File: config.mk
export PLATFORM = sky130hd
export DESIGN_NAME = escaped_packet_deframer
export DESIGN_NICKNAME = d
export VERILOG_FILES = /design/src/rtl/core/epd_pkg.sv /design/src/rtl/core/epd_front.sv /design/src/rtl/core/epd_queue.sv /design/src/rtl/core/epd_back.sv /design/src/rtl/core/escaped_packet_deframer.sv
export SDC_FILE = /design/constraint.sdc
export NUM_CORES = 1
export LEC_CHECK = 0
export BUFFER_PORTS_ARGS = -buffer_cell sky130_fd_sc_hd__buf_4
export CAP_MARGIN = 10
export CORE_UTILIZATION = 55
export CTS_CLUSTER_SIZE = 8
export DETAILED_ROUTE_END_ITERATION = 10
export PLACE_DENSITY = 0.75
export SYNTH_ARGS = -nofsm -noshare
export SYNTH_HDL_FRONTEND = slang
export SYNTH_SLANG_ARGS = --single-unit
File: constraint.sdc
create_clock -name clk -period 4.4 [get_ports clk]
set_input_delay 0.44 -clock clk [delete_from_list [all_inputs] [get_ports clk]]
set_output_delay 0.44 -clock clk [all_outputs]
set_load 0.1 [all_outputs]
File: src/rtl/core/epd_pkg.sv
`timescale 1ns / 1ps
// ----------------------------------------------------------------------------
// epd_pkg
// Shared constants and types for the escaped packet deframer.
// ----------------------------------------------------------------------------
package epd_pkg;

  localparam int LENGTH_WIDTH_DEFAULT = 12;
  localparam int QUEUE_DEPTH = 4;

  localparam int CFG_WIDTH = 12;
  localparam int LEN_OUT_WIDTH = 12;
  localparam int OUT_DATA_WIDTH = 48;

  localparam logic [CFG_WIDTH-1:0] LENGTH_RESET = 12'h820;

  localparam logic [7:0] ESC_BYTE     = 8'hBB;
  localparam logic [7:0] FRAME_OPEN   = 8'hAA;
  localparam logic [7:0] FRAME_CLOSE  = 8'hCC;
  localparam logic [7:0] ESC_OF_ESC   = 8'h44;
  localparam logic [7:0] ESC_OF_START = 8'h55;
  localparam logic [7:0] ESC_OF_STOP  = 8'h33;

  localparam logic [2:0] EV_GOOD    = 3'd0;
  localparam logic [2:0] EV_BADSUM  = 3'd1;
  localparam logic [2:0] EV_ESCAPE  = 3'd2;
  localparam logic [2:0] EV_OVERLEN = 3'd3;
  localparam logic [2:0] EV_DOUBLE  = 3'd4;
  localparam logic [2:0] EV_FALSE   = 3'd5;
  localparam logic [2:0] EV_IDLE    = 3'd6;

  typedef enum logic [1:0] {
    KIND_DATA  = 2'd0,
    KIND_START = 2'd1,
    KIND_STOP  = 2'd2,
    KIND_ESC   = 2'd3
  } kind_t;

  typedef struct packed {
    logic [7:0] data;
    kind_t      kind;
    logic       unesc_ok;
    logic [7:0] unesc_data;
  } entry_t;

endpackage

File: src/rtl/core/epd_front.sv
`timescale 1ns / 1ps
// ----------------------------------------------------------------------------
// epd_front
// Accepts raw bytes and classifies each one, including its escape decode.
// ----------------------------------------------------------------------------
module epd_front (
  input  logic            s_tvalid,
  output logic            s_tready,
  input  logic [7:0]      s_tdata,
  input  logic            q_full,
  output logic            q_push,
  output epd_pkg::entry_t q_entry
);

  assign s_tready = !q_full;
  assign q_push   = s_tvalid && !q_full;

  always_comb begin
    q_entry.data       = s_tdata;
    q_entry.kind       = epd_pkg::KIND_DATA;
    q_entry.unesc_ok   = 1'b1;
    q_entry.unesc_data = epd_pkg::ESC_BYTE;
    unique case (s_tdata)
      epd_pkg::FRAME_OPEN:  q_entry.kind = epd_pkg::KIND_START;
      epd_pkg::FRAME_CLOSE: q_entry.kind = epd_pkg::KIND_STOP;
      epd_pkg::ESC_BYTE:    q_entry.kind = epd_pkg::KIND_ESC;
      default:              q_entry.kind = epd_pkg::KIND_DATA;
    endcase
    unique case (s_tdata)
      epd_pkg::ESC_OF_ESC:   q_entry.unesc_data = epd_pkg::ESC_BYTE;
      epd_pkg::ESC_OF_START: q_entry.unesc_data = epd_pkg::FRAME_OPEN;
      epd_pkg::ESC_OF_STOP:  q_entry.unesc_data = epd_pkg::FRAME_CLOSE;
      default:               q_entry.unesc_ok = 1'b0;
    endcase
  end

endmodule

File: src/rtl/core/epd_queue.sv
`timescale 1ns / 1ps
// ----------------------------------------------------------------------------
// epd_queue
// Short register queue between the classifier and the deframer.
// ----------------------------------------------------------------------------
module epd_queue (
  input  logic            clk,
  input  logic            rst,
  input  logic            push,
  input  epd_pkg::entry_t push_entry,
  output logic            full,
  input  logic            pop,
  output logic            valid,
  output epd_pkg::entry_t head
);

  localparam int Depth = epd_pkg::QUEUE_DEPTH;
  localparam int PtrWidth = $clog2(Depth);

  epd_pkg::entry_t           mem [Depth];
  logic [PtrWidth-1:0]       wr_ptr;
  logic [PtrWidth-1:0]       rd_ptr;
  logic [PtrWidth:0]         fill;

  assign full  = (fill == (PtrWidth + 1)'(Depth));
  assign valid = (fill != '0);
  assign head  = mem[rd_ptr];

  always_ff @(posedge clk) begin
    if (push) begin
      mem[wr_ptr] <= push_entry;
    end
  end

  always_ff @(posedge clk) begin
    if (rst) begin
      wr_ptr <= '0;
      rd_ptr <= '0;
      fill   <= '0;
    end else begin
      if (push) begin
        wr_ptr <= wr_ptr + 1'b1;
      end
      if (pop) begin
        rd_ptr <= rd_ptr + 1'b1;
      end
      if (push && !pop) begin
        fill <= fill + 1'b1;
      end else if (pop && !push) begin
        fill <= fill - 1'b1;
      end
    end
  end

endmodule

File: src/rtl/core/epd_back.sv
`timescale 1ns / 1ps
// ----------------------------------------------------------------------------
// epd_back
// Packet state, checksum and length tracking, and the event output register.
// ----------------------------------------------------------------------------
module epd_back #(
  parameter int LENGTH_WIDTH = epd_pkg::LENGTH_WIDTH_DEFAULT
) (
  input  logic                            clk,
  input  logic                            rst,
  input  logic [epd_pkg::CFG_WIDTH-1:0]   max_packet_length,
  input  logic                            q_valid,
  input  epd_pkg::entry_t                 q_head,
  output logic                            q_pop,
  output logic                            m_tvalid,
  input  logic                            m_tready,
  output logic [epd_pkg::OUT_DATA_WIDTH-1:0] m_tdata
);

  localparam int LW = LENGTH_WIDTH;
  localparam int CW = epd_pkg::CFG_WIDTH;
  localparam int XW = LW + CW;

  typedef enum logic [2:0] {
    ST_IDLE   = 3'b001,
    ST_DATA   = 3'b010,
    ST_ESCAPE = 3'b100
  } state_t;

  state_t         state;
  state_t         state_next;
  logic [LW-1:0]  count;
  logic [LW-1:0]  count_next;
  logic [7:0]     sum;
  logic [7:0]     sum_next;
  logic [7:0]     last_byte;
  logic [7:0]     last_byte_next;
  logic [7:0]     type_high;
  logic [7:0]     type_high_next;
  logic [7:0]     type_low;
  logic [7:0]     type_low_next;

  logic           emit;
  logic [2:0]     ev_code;
  logic [epd_pkg::LEN_OUT_WIDTH-1:0] ev_len;
  logic [15:0]    ev_type;
  logic [7:0]     ev_rx;
  logic [7:0]     ev_calc;

  logic [XW-1:0]  count_ext;
  logic [XW-1:0]  max_ext;
  logic [XW-1:0]  limit_ext;
  logic           at_limit;
  logic           do_store;
  logic [7:0]     store_byte;
  logic [7:0]     calc;

  localparam logic [XW-1:0] CountMax = {{CW{1'b0}}, {LW{1'b1}}};

  assign count_ext = {{CW{1'b0}}, count};
  assign max_ext   = {{LW{1'b0}}, max_packet_length};
  assign limit_ext = (max_ext > CountMax) ? CountMax : max_ext;
  assign at_limit  = (count_ext >= limit_ext);
  assign calc      = sum - last_byte;

  assign q_pop = q_valid && (!m_tvalid || m_tready);

  always_comb begin
    state_next     = state;
    count_next     = count;
    sum_next       = sum;
    last_byte_next = last_byte;
    type_high_next = type_high;
    type_low_next  = type_low;
    emit           = 1'b0;
    ev_code        = epd_pkg::EV_GOOD;
    ev_len         = count_ext[epd_pkg::LEN_OUT_WIDTH-1:0];
    ev_type        = '0;
    ev_rx          = '0;
    ev_calc        = '0;
    do_store       = 1'b0;
    store_byte     = q_head.data;

    if (q_head.kind == epd_pkg::KIND_START) begin
      state_next = ST_DATA;
      count_next = '0;
      sum_next   = '0;
      if (state != ST_IDLE) begin
        emit = 1'b1;
        if (count == '0) begin
          ev_code = epd_pkg::EV_DOUBLE;
        end else begin
          ev_code = epd_pkg::EV_FALSE;
        end
      end
    end else begin
      unique case (state)
        ST_IDLE: begin
          emit    = 1'b1;
          ev_code = epd_pkg::EV_IDLE;
          ev_len  = '0;
        end
        ST_ESCAPE: begin
          if (!q_head.unesc_ok) begin
            emit       = 1'b1;
            ev_code    = epd_pkg::EV_ESCAPE;
            state_next = ST_IDLE;
            count_next = '0;
            sum_next   = '0;
          end else begin
            do_store   = 1'b1;
            store_byte = q_head.unesc_data;
          end
        end
        ST_DATA: begin
          if (q_head.kind == epd_pkg::KIND_ESC) begin
            state_next = ST_ESCAPE;
          end else if (q_head.kind == epd_pkg::KIND_STOP) begin
            emit       = 1'b1;
            state_next = ST_IDLE;
            count_next = '0;
            sum_next   = '0;
            if (count == '0) begin
              ev_code = epd_pkg::EV_BADSUM;
            end else begin
              ev_rx   = last_byte;
              ev_calc = calc;
              ev_code = (calc == last_byte) ? epd_pkg::EV_GOOD : epd_pkg::EV_BADSUM;
              if (count_ext >= XW'(3)) begin
                ev_type = {type_high, type_low};
              end
            end
          end else begin
            do_store = 1'b1;
          end
        end
        default: begin
          state_next = ST_IDLE;
        end
      endcase
    end

    if (do_store) begin
      if (at_limit) begin
        emit       = 1'b1;
        ev_code    = epd_pkg::EV_OVERLEN;
        state_next = ST_IDLE;
        count_next = '0;
        sum_next   = '0;
      end else begin
        state_next     = ST_DATA;
        sum_next       = sum + store_byte;
        last_byte_next = store_byte;
        if (count_ext == XW'(1)) begin
          type_high_next = store_byte;
        end else if (count_ext == XW'(2)) begin
          type_low_next = store_byte;
        end
        count_next = count + 1'b1;
      end
    end
  end

  always_ff @(posedge clk) begin
    if (rst) begin
      state     <= ST_IDLE;
      count     <= '0;
      sum       <= '0;
      last_byte <= '0;
      type_high <= '0;
      type_low  <= '0;
      m_tvalid  <= 1'b0;
    end else begin
      if (q_pop) begin
        state     <= state_next;
        count     <= count_next;
        sum       <= sum_next;
        last_byte <= last_byte_next;
        type_high <= type_high_next;
        type_low  <= type_low_next;
        m_tvalid  <= emit;
      end else if (m_tready) begin
        m_tvalid <= 1'b0;
      end
    end
  end

  always_ff @(posedge clk) begin
    if (q_pop && emit) begin
      m_tdata <= {1'b0, ev_calc, ev_rx, ev_type, ev_len, ev_code};
    end
  end

endmodule

File: src/rtl/core/escaped_packet_deframer.sv
`timescale 1ns / 1ps
// ----------------------------------------------------------------------------
// escaped_packet_deframer
// Byte-stuffed packet deframer with an 8-bit additive checksum and events.
// ----------------------------------------------------------------------------
//  Channel   Dir  Contents
//  s_axis    in   rx_byte, one raw byte per transfer
//  m_axis    out  one event per transfer
//  cfg       in   max_packet_length write
//
// A byte is written into the queue, and its event is registered in the back part.
// One byte per cycle is sustained while m_axis does not stall; the per-byte
// state update in the back part is the single loop that sets that figure.
// The four-entry queue lets the input keep taking bytes while an event waits.
// Reset is synchronous and restores the length limit to 2080.
module escaped_packet_deframer #(
  parameter int LENGTH_WIDTH = epd_pkg::LENGTH_WIDTH_DEFAULT
) (
  input  logic        clk,
  input  logic        rst,
  input  logic        s_tvalid,
  output logic        s_tready,
  // rx_byte[7:0]
  input  logic [7:0]  s_tdata,
  output logic        m_tvalid,
  input  logic        m_tready,
  // event_code[2:0], packet_length[14:3], packet_type[30:15],
  // received_checksum[38:31], computed_checksum[46:39], zero pad[47]
  output logic [epd_pkg::OUT_DATA_WIDTH-1:0] m_tdata,
  input  logic        cfg_we,
  input  logic [epd_pkg::CFG_WIDTH-1:0] cfg_data
);

  logic [epd_pkg::CFG_WIDTH-1:0] max_packet_length;
  logic                          q_push;
  logic                          q_full;
  logic                          q_pop;
  logic                          q_valid;
  epd_pkg::entry_t               q_entry;
  epd_pkg::entry_t               q_head;

  always_ff @(posedge clk) begin
    if (rst) begin
      max_packet_length <= epd_pkg::LENGTH_RESET;
    end else if (cfg_we) begin
      max_packet_length <= cfg_data;
    end
  end

  epd_front u_front (
    .s_tvalid (s_tvalid),
    .s_tready (s_tready),
    .s_tdata  (s_tdata),
    .q_full   (q_full),
    .q_push   (q_push),
    .q_entry  (q_entry)
  );

  epd_queue u_queue (
    .clk        (clk),
    .rst        (rst),
    .push       (q_push),
    .push_entry (q_entry),
    .full       (q_full),
    .pop        (q_pop),
    .valid      (q_valid),
    .head       (q_head)
  );

  epd_back #(
    .LENGTH_WIDTH (LENGTH_WIDTH)
  ) u_back (
    .clk               (clk),
    .rst               (rst),
    .max_packet_length (max_packet_length),
    .q_valid           (q_valid),
    .q_head            (q_head),
    .q_pop             (q_pop),
    .m_tvalid          (m_tvalid),
    .m_tready          (m_tready),
    .m_tdata           (m_tdata)
  );

endmodule

# ---- Yosys cells after proc, flatten, opt, wreduce, memory -nomap -nowiden
# Memories as Yosys holds them, arrays and structs flattened. A register that Yosys moved wholly into a read port is not among the register bits.
# Cells that the tools add are included.
dict set report word_totals {
  register_bits 114
  ramBits 72
  inputBits 25
  elab_cells 137
  memories 1
}
# memory words word_bits read_ports rd_clocked_by_memory_dff write_ports line_no
set mem_list {}
lappend mem_list {u_queue.mem 4 18 1 1 1 epd_queue.sv:20} ;# epd_pkg::entry_t mem [Depth];
dict set report op_classes {
  addsub 7
  n_lt_le_gt_ge 3
  eq_ne 22
  muxes 62
  n_bitwise 5
  reduce_logical 23
}
# operator count
set op_table {}
lappend op_table {{$mux W12} 9}
lappend op_table {{$mux W8} 9}
lappend op_table {{$mux W3} 14}
lappend op_table {{$eq A8 B8 Y1 const B} 3}
lappend op_table {{$ge A12 B24 Y1} 1}
lappend op_table {{$pmux W12 S2} 1}
lappend op_table {{$mux W1} 18}
lappend op_table {{$pmux W3 S3} 2}
lappend op_table {{$eq A8 B7 Y1 const B} 2}
lappend op_table {{$pmux W8 S2} 1}
lappend op_table {{$pmux W7 S2} 1}
lappend op_table {{$add A12 B1 Y12 const B} 1}
lappend op_table {{$eq A12 B1 Y1 const B} 1}
lappend op_table {{$eq A12 B2 Y1 const B} 1}
lappend op_table {{$ge A12 B2 Y1 const B} 1}
lappend op_table {{$gt A12 B12 Y1 const B} 1}
lappend op_table {{$logic_not A12 Y1} 1}
lappend op_table {{$reduce_and A5 Y1} 2}
lappend op_table {{$add A8 B8 Y8} 1}
lappend op_table {{$eq A8 B6 Y1 const B} 1}
lappend op_table {{$eq A8 B8 Y1} 1}
lappend op_table {{$mux W2} 4}
lappend op_table {{$reduce_and A4 Y1} 2}
lappend op_table {{$sub A8 B8 Y8} 1}
lappend op_table {{other kinds (27)} 43}

# ---- Logic depth before layout (Yosys ltp)
# Gate-level depths: netlist of run 1.
dict set report depth {
  depth_word 10
  mapped_depth 18
}

# ---- Modules after synthesis
# From an unflattened synthesis of run 1, not the netlist that was laid out.
dict set report hier_totals {
  cells_unflattened 746
  area_unflattened_um2 9078.7
}
# module n_inst cells_each area_each_um2 seq_area_each_um2
set modules_own_cells {}
lappend modules_own_cells {epd_back 1 533 5201.2 2372.3}
lappend modules_own_cells {epd_queue 1 143 3215.6 2462.4}
lappend modules_own_cells {escaped_packet_deframer 1 39 442.9 240.2}
lappend modules_own_cells {epd_front 1 31 219.0 0.0}

# ---- Worst setup path before layout of run 1
# OpenSTA, ideal clock, no wires.
dict set report synth_timing {
  path_kind {reg2reg}
  startpoint {register with a tool-made name}
  endpoint {register u_back.sum[7]}
  arrival_time_ns 3.367
  path_slack_ns 0.959
  stages_incl_launch_ff 15
  n_path_buf 3
  synth_period_minus_slack_ns 3.441
  cell_sequence {dfxtp_1 > buf_6 > mux4_2 > nand2b_1 > buf_6 > and3_1 > buf_2 > o21ai_0 > ha_1 > nor2b_1 > o31a_1 > o41ai_1 > xor2_1 > or3_1 > a31oi_1}
}
# element line_no
set synth_rtl {}
lappend synth_rtl {{end signal, assigned} epd_back.sv:177} ;# sum <= sum_next;
lappend synth_rtl {{end, declared} epd_back.sv:34} ;# logic [7:0] sum;

==> metrics.md, run 1 <==
| Metric | Value |
|---|---|
| Antenna violations before repair | 0 |
| TritonCTS clock tree | built |
| Commonest non-fill, non-tap cells in the layout | edfxtp_1 (103), nor2_1 (91), buf_4 (84) |
| Setup Skew | 0.00806 ns |
| Reg clk slew, reported paths | 0.06 ns |
| Fmax | 247 MHz |
| Main combinational cell family by area after synthesis | simple AND/OR/NAND/NOR gates |
| Mean Syn Cell Area | 11.8 um^2 |
| Async SR Flop Fraction | 0% |
| Top_reg_cell synth | edfxtp_1 |
| Met1 Usage GRT | 28.3% |
| Placed Cells incl. Taps | 908 |
| CP max stage cell | mux4_2 |
| Delay-heaviest family, CP | compound AO/OA/AOI/OAI gates |
| Grt total ovfl | 0 |
| Pwr per Cell Area | 729 nW/um^2 |
| CTS Root Cell | clkbuf_16 |
| Mux contribution to synthesized area | 8.03% |
| Leak Pwr | 3.75 nW |
| Compound-Gate Fraction of Synth Area | 8.62% |
| Outcome | completed |
| Fraction of layout cells with a size suffix above 1 | 18.4% |
| Crit-path max FO | 11 |
| Most Crowded Layer GR | met2 |
| Vias in the first global route | 5,229 |
| Via count | 5,321 |
| Post-cts sizing count | 0 |
| First-pass GRT wire length | 25.7 mm |
| Starting density of the core | 56.7% |
| Post-DP HPWL | 11.1 mm |
| GRT Total Usage | 22.9% |
| Synth Area in Adders | 6.60% |
| P_sw | 3.07 mW |
| Worst Path Class, Setup | flop to flop |
| Simple-Gate Fraction of Synth Area | 13.9% |
| Rows | 43 |
| Gate power share | 43.8% |
| First-pass DRT Iterations | 5 |
| Sw frac | 45.5% |
| Final ANT Viol Nets | 0 |
| Clock latency on the worst-skew pair | 0.43 ns |
| XOR/XNOR share of the synthesized area | 2.65% |
| Final setup margin | 0.358 ns |
| Slew @ Worst Pin | 0.774 ns |
| Yosys top cell area share | 39.0% |
| Final Max Tran Viols | 0 |
| I/O Buffers | 73 |
| Max_cap viols | 0 |
| Yosys top cell by area | edfxtp_1 |
| Syn Inst Count | 672 |
| Routed WL | 15.9 mm |
| Cell chain of the critical path | buf_4 > mux4_2 > nand2b_1 > and3_1 > o21ai_1 > ha_1 > a21oi_1 > nor2b_1 > o31a_1 > o41ai_1 > xor2_1 > or3_1 > a31oi_1 |
| Seq cells post-synth | 172 |
| Yosys cell types | 63 |
| Reg power frac | 33.0% |
| CTS sink count | 172 |
| Clock network fraction of total power | 23.1% |
| Post-DR vias/cell | 5.66 |
| Final setup vio count | 0 |
| Non-Filler Instances | 940 |
| Longest Clk Path Bufs | 2 |
| Most common library cell in the layout ignoring fill and taps | edfxtp_1 |
| IO Count | 75 |
| EDFF count, synth | 103 |
| WP data arrival | 4.39 ns |
| Fin. Hold Viols | 0 |
| Core area | 14,000 um^2 |
| Unrepaired setup endpoints after global routing | false |
| Max VDD drop | 0.333 mV |
| # diodes | 0 |
| Synth warn | 0 |
| Mapped cell area | 7930 um^2 |
| Die Span X | 122 um |
| Critical Path RT | 4.75 ns |
| Hold_ws | 0.223 ns |
| Crit-path max cell delay | 0.57 ns |
| Worst slack at placement | 0.348 ns |
| Met2 Resource Use GR | 38.7% |
| Worst Setup End Kind | flop |
| Final Wtd Congestion | 0.845 |
| Inserted Clock Buffers | 17 |
| Final period util | 91.9% |
| Syn_nets | 737 |
| Buf/Inv on CP | 1 |
| Post-synthesis sequential area ratio | 56.4% |
| Synth area leaders | edfxtp_1 (39%), dfxtp_1 (17%), ha_1 (5.8%), nor2_1 (4.3%), mux4_2 (4.0%) |
| Internal power | 3.68 mW |
| CP Launch Type | flop |
| Final core utilization | 66.2% |
| Tightest Hold Check Type | input pin to flop |
| CTS H-tree depth | 4 |
| Met3 usage | 5.29% |
| Slew Limit Headroom | 48.4% |
| Fin nets | 812 |
| Die height | 122 um |
| Layout area overhead | 16.8% |
| DR WL/cell | 16.9 um |
| Tmin final | 4.04 ns |
| Area of the die | 14,900 um^2 |
| Hold bufs inserted after CTS | 0 |
| Largest net degree at the start of global routing | 63 |
| Setup TNS | 0 ns |
| DRC | 0 |
| Iter 0 DRT Violations | 433 |
| Post-CTS Setup Inserts | 0 |
[sequential cells by signal (all words and copies together) (netlist names), 8 cells and up, named ones only]
signal and flops:
u_back.type_high 8, u_back.last_byte 8, max_packet_length 12, u_back.type_low 8
u_back.sum 8, u_back.count 12, u_back.m_tdata 47, u_queue.mem 56
[worst register-to-register path, stage by stage, from the launching register on]
cell	delay (ns)
dfxtp_1	0.38
buf_4	0.24
mux4_2	0.58
nand2b_1	0.33
and3_1	0.34
o21ai_1	0.39
ha_1	0.31
a21oi_1	0.18
nor2b_1	0.09
o31a_1	0.26
o41ai_1	0.30
xor2_1	0.13
or3_1	0.31
a31oi_1	0.13
[per-layer routing]
layer	share of wire (%)	vias to the layer above	routed length, um
met4	2.0	0	314
met2	50	169	7980
li1	-	2578	-
met3	4.8	30	763
met1	43	2544	6810
met5	0	-	0
[final cells by class]
| cell class | count | area (um^2) |
|---|---|---|
| fill | 1065 | 4730 |
| multi-input combinational | 432 | 3160 |
| sequential | 172 | 4470 |
| clock inverter | 15 | 195 |
| tap | 180 | 225 |
| timing repair buffer | 84 | 631 |
| clock buffer | 17 | 425 |
| inverter | 40 | 150 |
[metrics by stage]
stage | cell area (um^2) | power [mW]
final | 9260 | 6.76
after global routing | 9260 | 7.02
after CTS | 9260 | 6.80
after detailed placement | 8640 | 5.23
after global placement | 8640 | 5.18
after floorplan | 7930 | 4.60
[cells by family after synthesis]
kind of cell	after synthesis
compound gates	98
xor+xnor	24
fa+ha+maj	40
buf+inv	68
flops	172
mux	46
other cells	1
simple gates	223
[synthesized netlist by cell type, drive strengths merged (2+ instances only)]
| cell | instances |
|---|---|
| nor4 | 2 |
| or3 | 2 |
| a31oi | 5 |
| dfxtp | 69 |
| or2 | 2 |
| ha | 37 |
| nor2b | 5 |
| xor2 | 11 |
| nand2 | 34 |
| o32ai | 2 |
| inv | 40 |
| and2 | 32 |
| fa | 3 |
| o21ai | 18 |
| o211a | 2 |
| a22oi | 6 |
| a311oi | 5 |
| nor3 | 7 |
| nand3 | 8 |
| o211ai | 5 |
| a21o | 4 |
| o41ai | 3 |
| buf | 11 |
| mux2i | 31 |
| and3 | 12 |
| nor2 | 91 |
| o21a | 3 |
| o31a | 2 |
| mux4 | 14 |
| nor3b | 2 |
| xnor2 | 13 |
| edfxtp | 103 |
| a41oi | 2 |
| or4 | 3 |
| a211oi | 11 |
| a21oi | 23 |
| nand4 | 7 |
| nand2b | 12 |
| clkbuf | 17 |
[power by group through the flow]
stage | logic [mW] | clock network (mW) | registers (mW)
after floorplan | 0.696 | 0 | 3.91
after global placement | 2.93 | 0 | 2.25
after detailed placement | 2.96 | 0 | 2.27
after CTS | 2.97 | 1.59 | 2.24
after global routing | 3.10 | 1.65 | 2.27
final | 2.96 | 1.56 | 2.23
[worst paths after layout]
check                             from  slack, ns  cells past startpoint                    to
hold reg to reg   max_packet_length[5]       0.50                      2  max_packet_length[5]
setup / recovery                  flop       0.36                     13         u_back.sum[7]
hold / removal              s_tdata[6]       0.22                      1    u_queue.mem[1][16]
setup reg to reg                  flop       0.36                     13         u_back.sum[7]
(Power assumes the default switching activity.)
==> run 2, diff against run 1 <==
==> constraint.sdc (replaced) <==
create_clock -name clk -period 4.4 [get_ports clk]
set_input_delay 0.22 -clock clk [delete_from_list [all_inputs] [get_ports clk]]
set_output_delay 0.22 -clock clk [all_outputs]
set_load 0.1 [all_outputs]
==> run 2 against run 1 <==
Clock skew increased by 0.0016 ns; design area increased by 0.76%; final cell count grew 0.74%; via count is 0.21% lower; die area is the same; sequential share of layout area is 0.36 points lower; sequential power hardly changed; largest power group unchanged.
==> metrics.md, run 2 (same netlist as run 1, synthesis figures left out) <==
| Metric | Value |
|---|---|
| Outcome | completed |
| Final Wtd Congestion | 0.845 (unchanged) |
| GRT Total Usage | 23.1% (+0.16 points) |
| Fraction of layout cells with a size suffix above 1 | 18.3% (-0.17 points) |
| # diodes | 0 (unchanged) |
| Fin. Hold Viols | 0 (unchanged) |
| Final Max Tran Viols | 0 (unchanged) |
| Tmin final | 4.05 ns (+0.00933 ns) |
| Max VDD drop | 0.333 mV (about the same) |
| Buf/Inv on CP | 1 (unchanged) |
| Leak Pwr | 3.78 nW (+0.78%) |
| Fmax | 247 MHz (-0.23%) |
| Reg clk slew, reported paths | 0.06 ns (about the same) |
| Fin nets | 819 (+0.86%) |
| Setup TNS | 0 ns (unchanged) |
| Die Span X | 122 um (unchanged) |
| Slew @ Worst Pin | 0.775 ns (+0.00165 ns) |
| Crit-path max FO | 11 (unchanged) |
| Commonest non-fill, non-tap cells in the layout | edfxtp_1 (103), nor2_1 (91), buf_4 (84) |
| Tightest Hold Check Type | input pin to flop |
| TritonCTS clock tree | built |
| Worst Setup End Kind | flop |
| First-pass DRT Iterations | 4 (-1) |
| Pwr per Cell Area | 725 nW/um^2 (-0.65%) |
| Final ANT Viol Nets | 0 (unchanged) |
| CTS H-tree depth | 4 (unchanged) |
| Hold_ws | 0.0197 ns (-0.204 ns) |
| Setup Skew | 0.00962 ns (+0.00156 ns) |
| Final setup vio count | 0 (unchanged) |
| Post-DP Area | 8640 um^2 (unchanged) |
| Max reg flops | 56 (unchanged) |
| Final period util | 92.1% (+0.21 points) |
| Biggest regs | u_queue.mem x56, u_back.m_tdata x47 |
| Biggest register | u_queue.mem |
| Area of the die | 14,900 um^2 (unchanged) |
| Largest net degree at the start of global routing | 63 (unchanged) |
| Longest Clk Path Bufs | 2 (unchanged) |
| CP Launch Type | flop |
| CTS sink count | 172 (unchanged) |
| Worst Path Class, Setup | flop to flop |
| I/O Buffers | 73 (unchanged) |
| Delay-heaviest family, CP | compound AO/OA/AOI/OAI gates |
| First-pass GRT wire length | 25.9 mm (+0.86%) |
| IO Count | 75 (unchanged) |
| Inserted Clock Buffers | 17 (unchanged) |
| Post-DP HPWL | 11.1 mm (unchanged) |
| Slew Limit Headroom | 47.8% (-0.66 points) |
| WP data arrival | 4.41 ns (+0.02 ns) |
| Most common library cell in the layout ignoring fill and taps | edfxtp_1 |
| Via count | 5,310 (-0.21%) |
| Grt total ovfl | 0 (unchanged) |
| Core area | 14,000 um^2 (unchanged) |
| Critical Path RT | 4.75 ns (about the same) |
| Crit-path max cell delay | 0.57 ns (about the same) |
| Layout area overhead | 17.7% |
| Rows | 43 (unchanged) |
| CP max stage cell | mux4_2 |
| Starting density of the core | 56.7% (unchanged) |
| Unrepaired setup endpoints after global routing | false |
| Iter 0 DRT Violations | 403 (-6.9%) |
| DR WL/cell | 16.9 um (about the same) |
| Routed WL | 16.0 mm (+0.81%) |
| Cell chain of the critical path | buf_4 > mux4_2 > nand2b_1 > and3_1 > o21ai_1 > ha_1 > a21oi_1 > nor2b_1 > o31a_1 > o41ai_1 > xor2_1 > or3_1 > a31oi_1 |
| Post-DR vias/cell | 5.61 (-0.94%) |
| Die height | 122 um (unchanged) |
| Vias in the first global route | 5,293 (+1.2%) |
| Max_cap viols | 0 (unchanged) |
| CTS Root Cell | clkbuf_16 |
| DRC | 0 (unchanged) |
| Design Area, Final | 9330 um^2 (+0.76%) |
| Antenna violations before repair | 0 (unchanged) |
| Post-CTS Setup Inserts | 0 (unchanged) |
| Clock latency on the worst-skew pair | 0.43 ns (about the same) |
==> run 2: cell types whose count changed in the layout (fill, tap and decap cells not counted), sizes merged <==
| cell | change |
|---|---|
| dlygate4sd3 | +7 |
==> run 2: layout make-up <==
type                       instances  area, um^2
inverter                          40         150
sequential                       172        4470
clock inverter                    15         195
tap                              180         225
multi-input combinational        432        3160
timing repair buffer              91         701
clock buffer                      17         425
fill                            1056        4660
==> run 2: path summary, 6_finish.rpt <==
| check | start | end | slack (ns) | cells past startpoint |
|---|---|---|---|---|
| hold / removal | s_tdata[5] | u_queue.mem[0][15] | 0.02 | 1 |
| setup / recovery | flop | u_back.sum[7] | 0.35 | 13 |
| setup reg to reg | flop | u_back.sum[7] | 0.35 | 13 |
| hold reg to reg | u_back.type_low[6] | u_back.type_low[6] | 0.50 | 2 |
==> run 2: worst reg2reg max path, cell delays in order, from the launching register on <==
cell,delay [ns]
dfxtp_1,0.38
buf_4,0.24
mux4_2,0.57
nand2b_1,0.33
and3_1,0.34
o21ai_1,0.40
ha_1,0.31
a21oi_1,0.18
nor2b_1,0.09
o31a_1,0.26
o41ai_1,0.30
xor2_1,0.13
or3_1,0.31
a31oi_1,0.13
==> run 2: layer usage <==
layer,share of wire [%],track usage [%],up-vias
met3,4.5,5.29,29
li1,-,-,2588
met4,1.8,9.60,0
met1,43,28.4,2551
met2,51,39.0,142
met5,0,0,-
==> run 2: through the flow <==
step | power, mW | worst slack (ns) | utilization, % | cells
2_1_floorplan | 4.60 | 0.959 | - | 672
3_3_place_gp | 5.18 | 0.583 | 61.8 | 908
3_5_place_dp | 5.23 | 0.348 | 61.8 | 908
4_1_cts | 6.81 | 0.337 | 66.7 | 947
5_1_grt | 7.02 | 0.107 | 66.7 | 947
6_report | 6.76 | 0.349 | 66.7 | 947
==> run 2: where the power goes <==
part,total [mW],internal (mW),switching [mW]
combinational,2.96,0.630,2.33
clock,1.57,0.948,0.618
sequential,2.23,2.11,0.123
==> run 2: timing repair <==
item,4_1_cts,5_1_grt
hold buffers,7,0
setup endpoints to repair,0,0
resized for setup,0,0
endpoints found under the hold margin,22,0
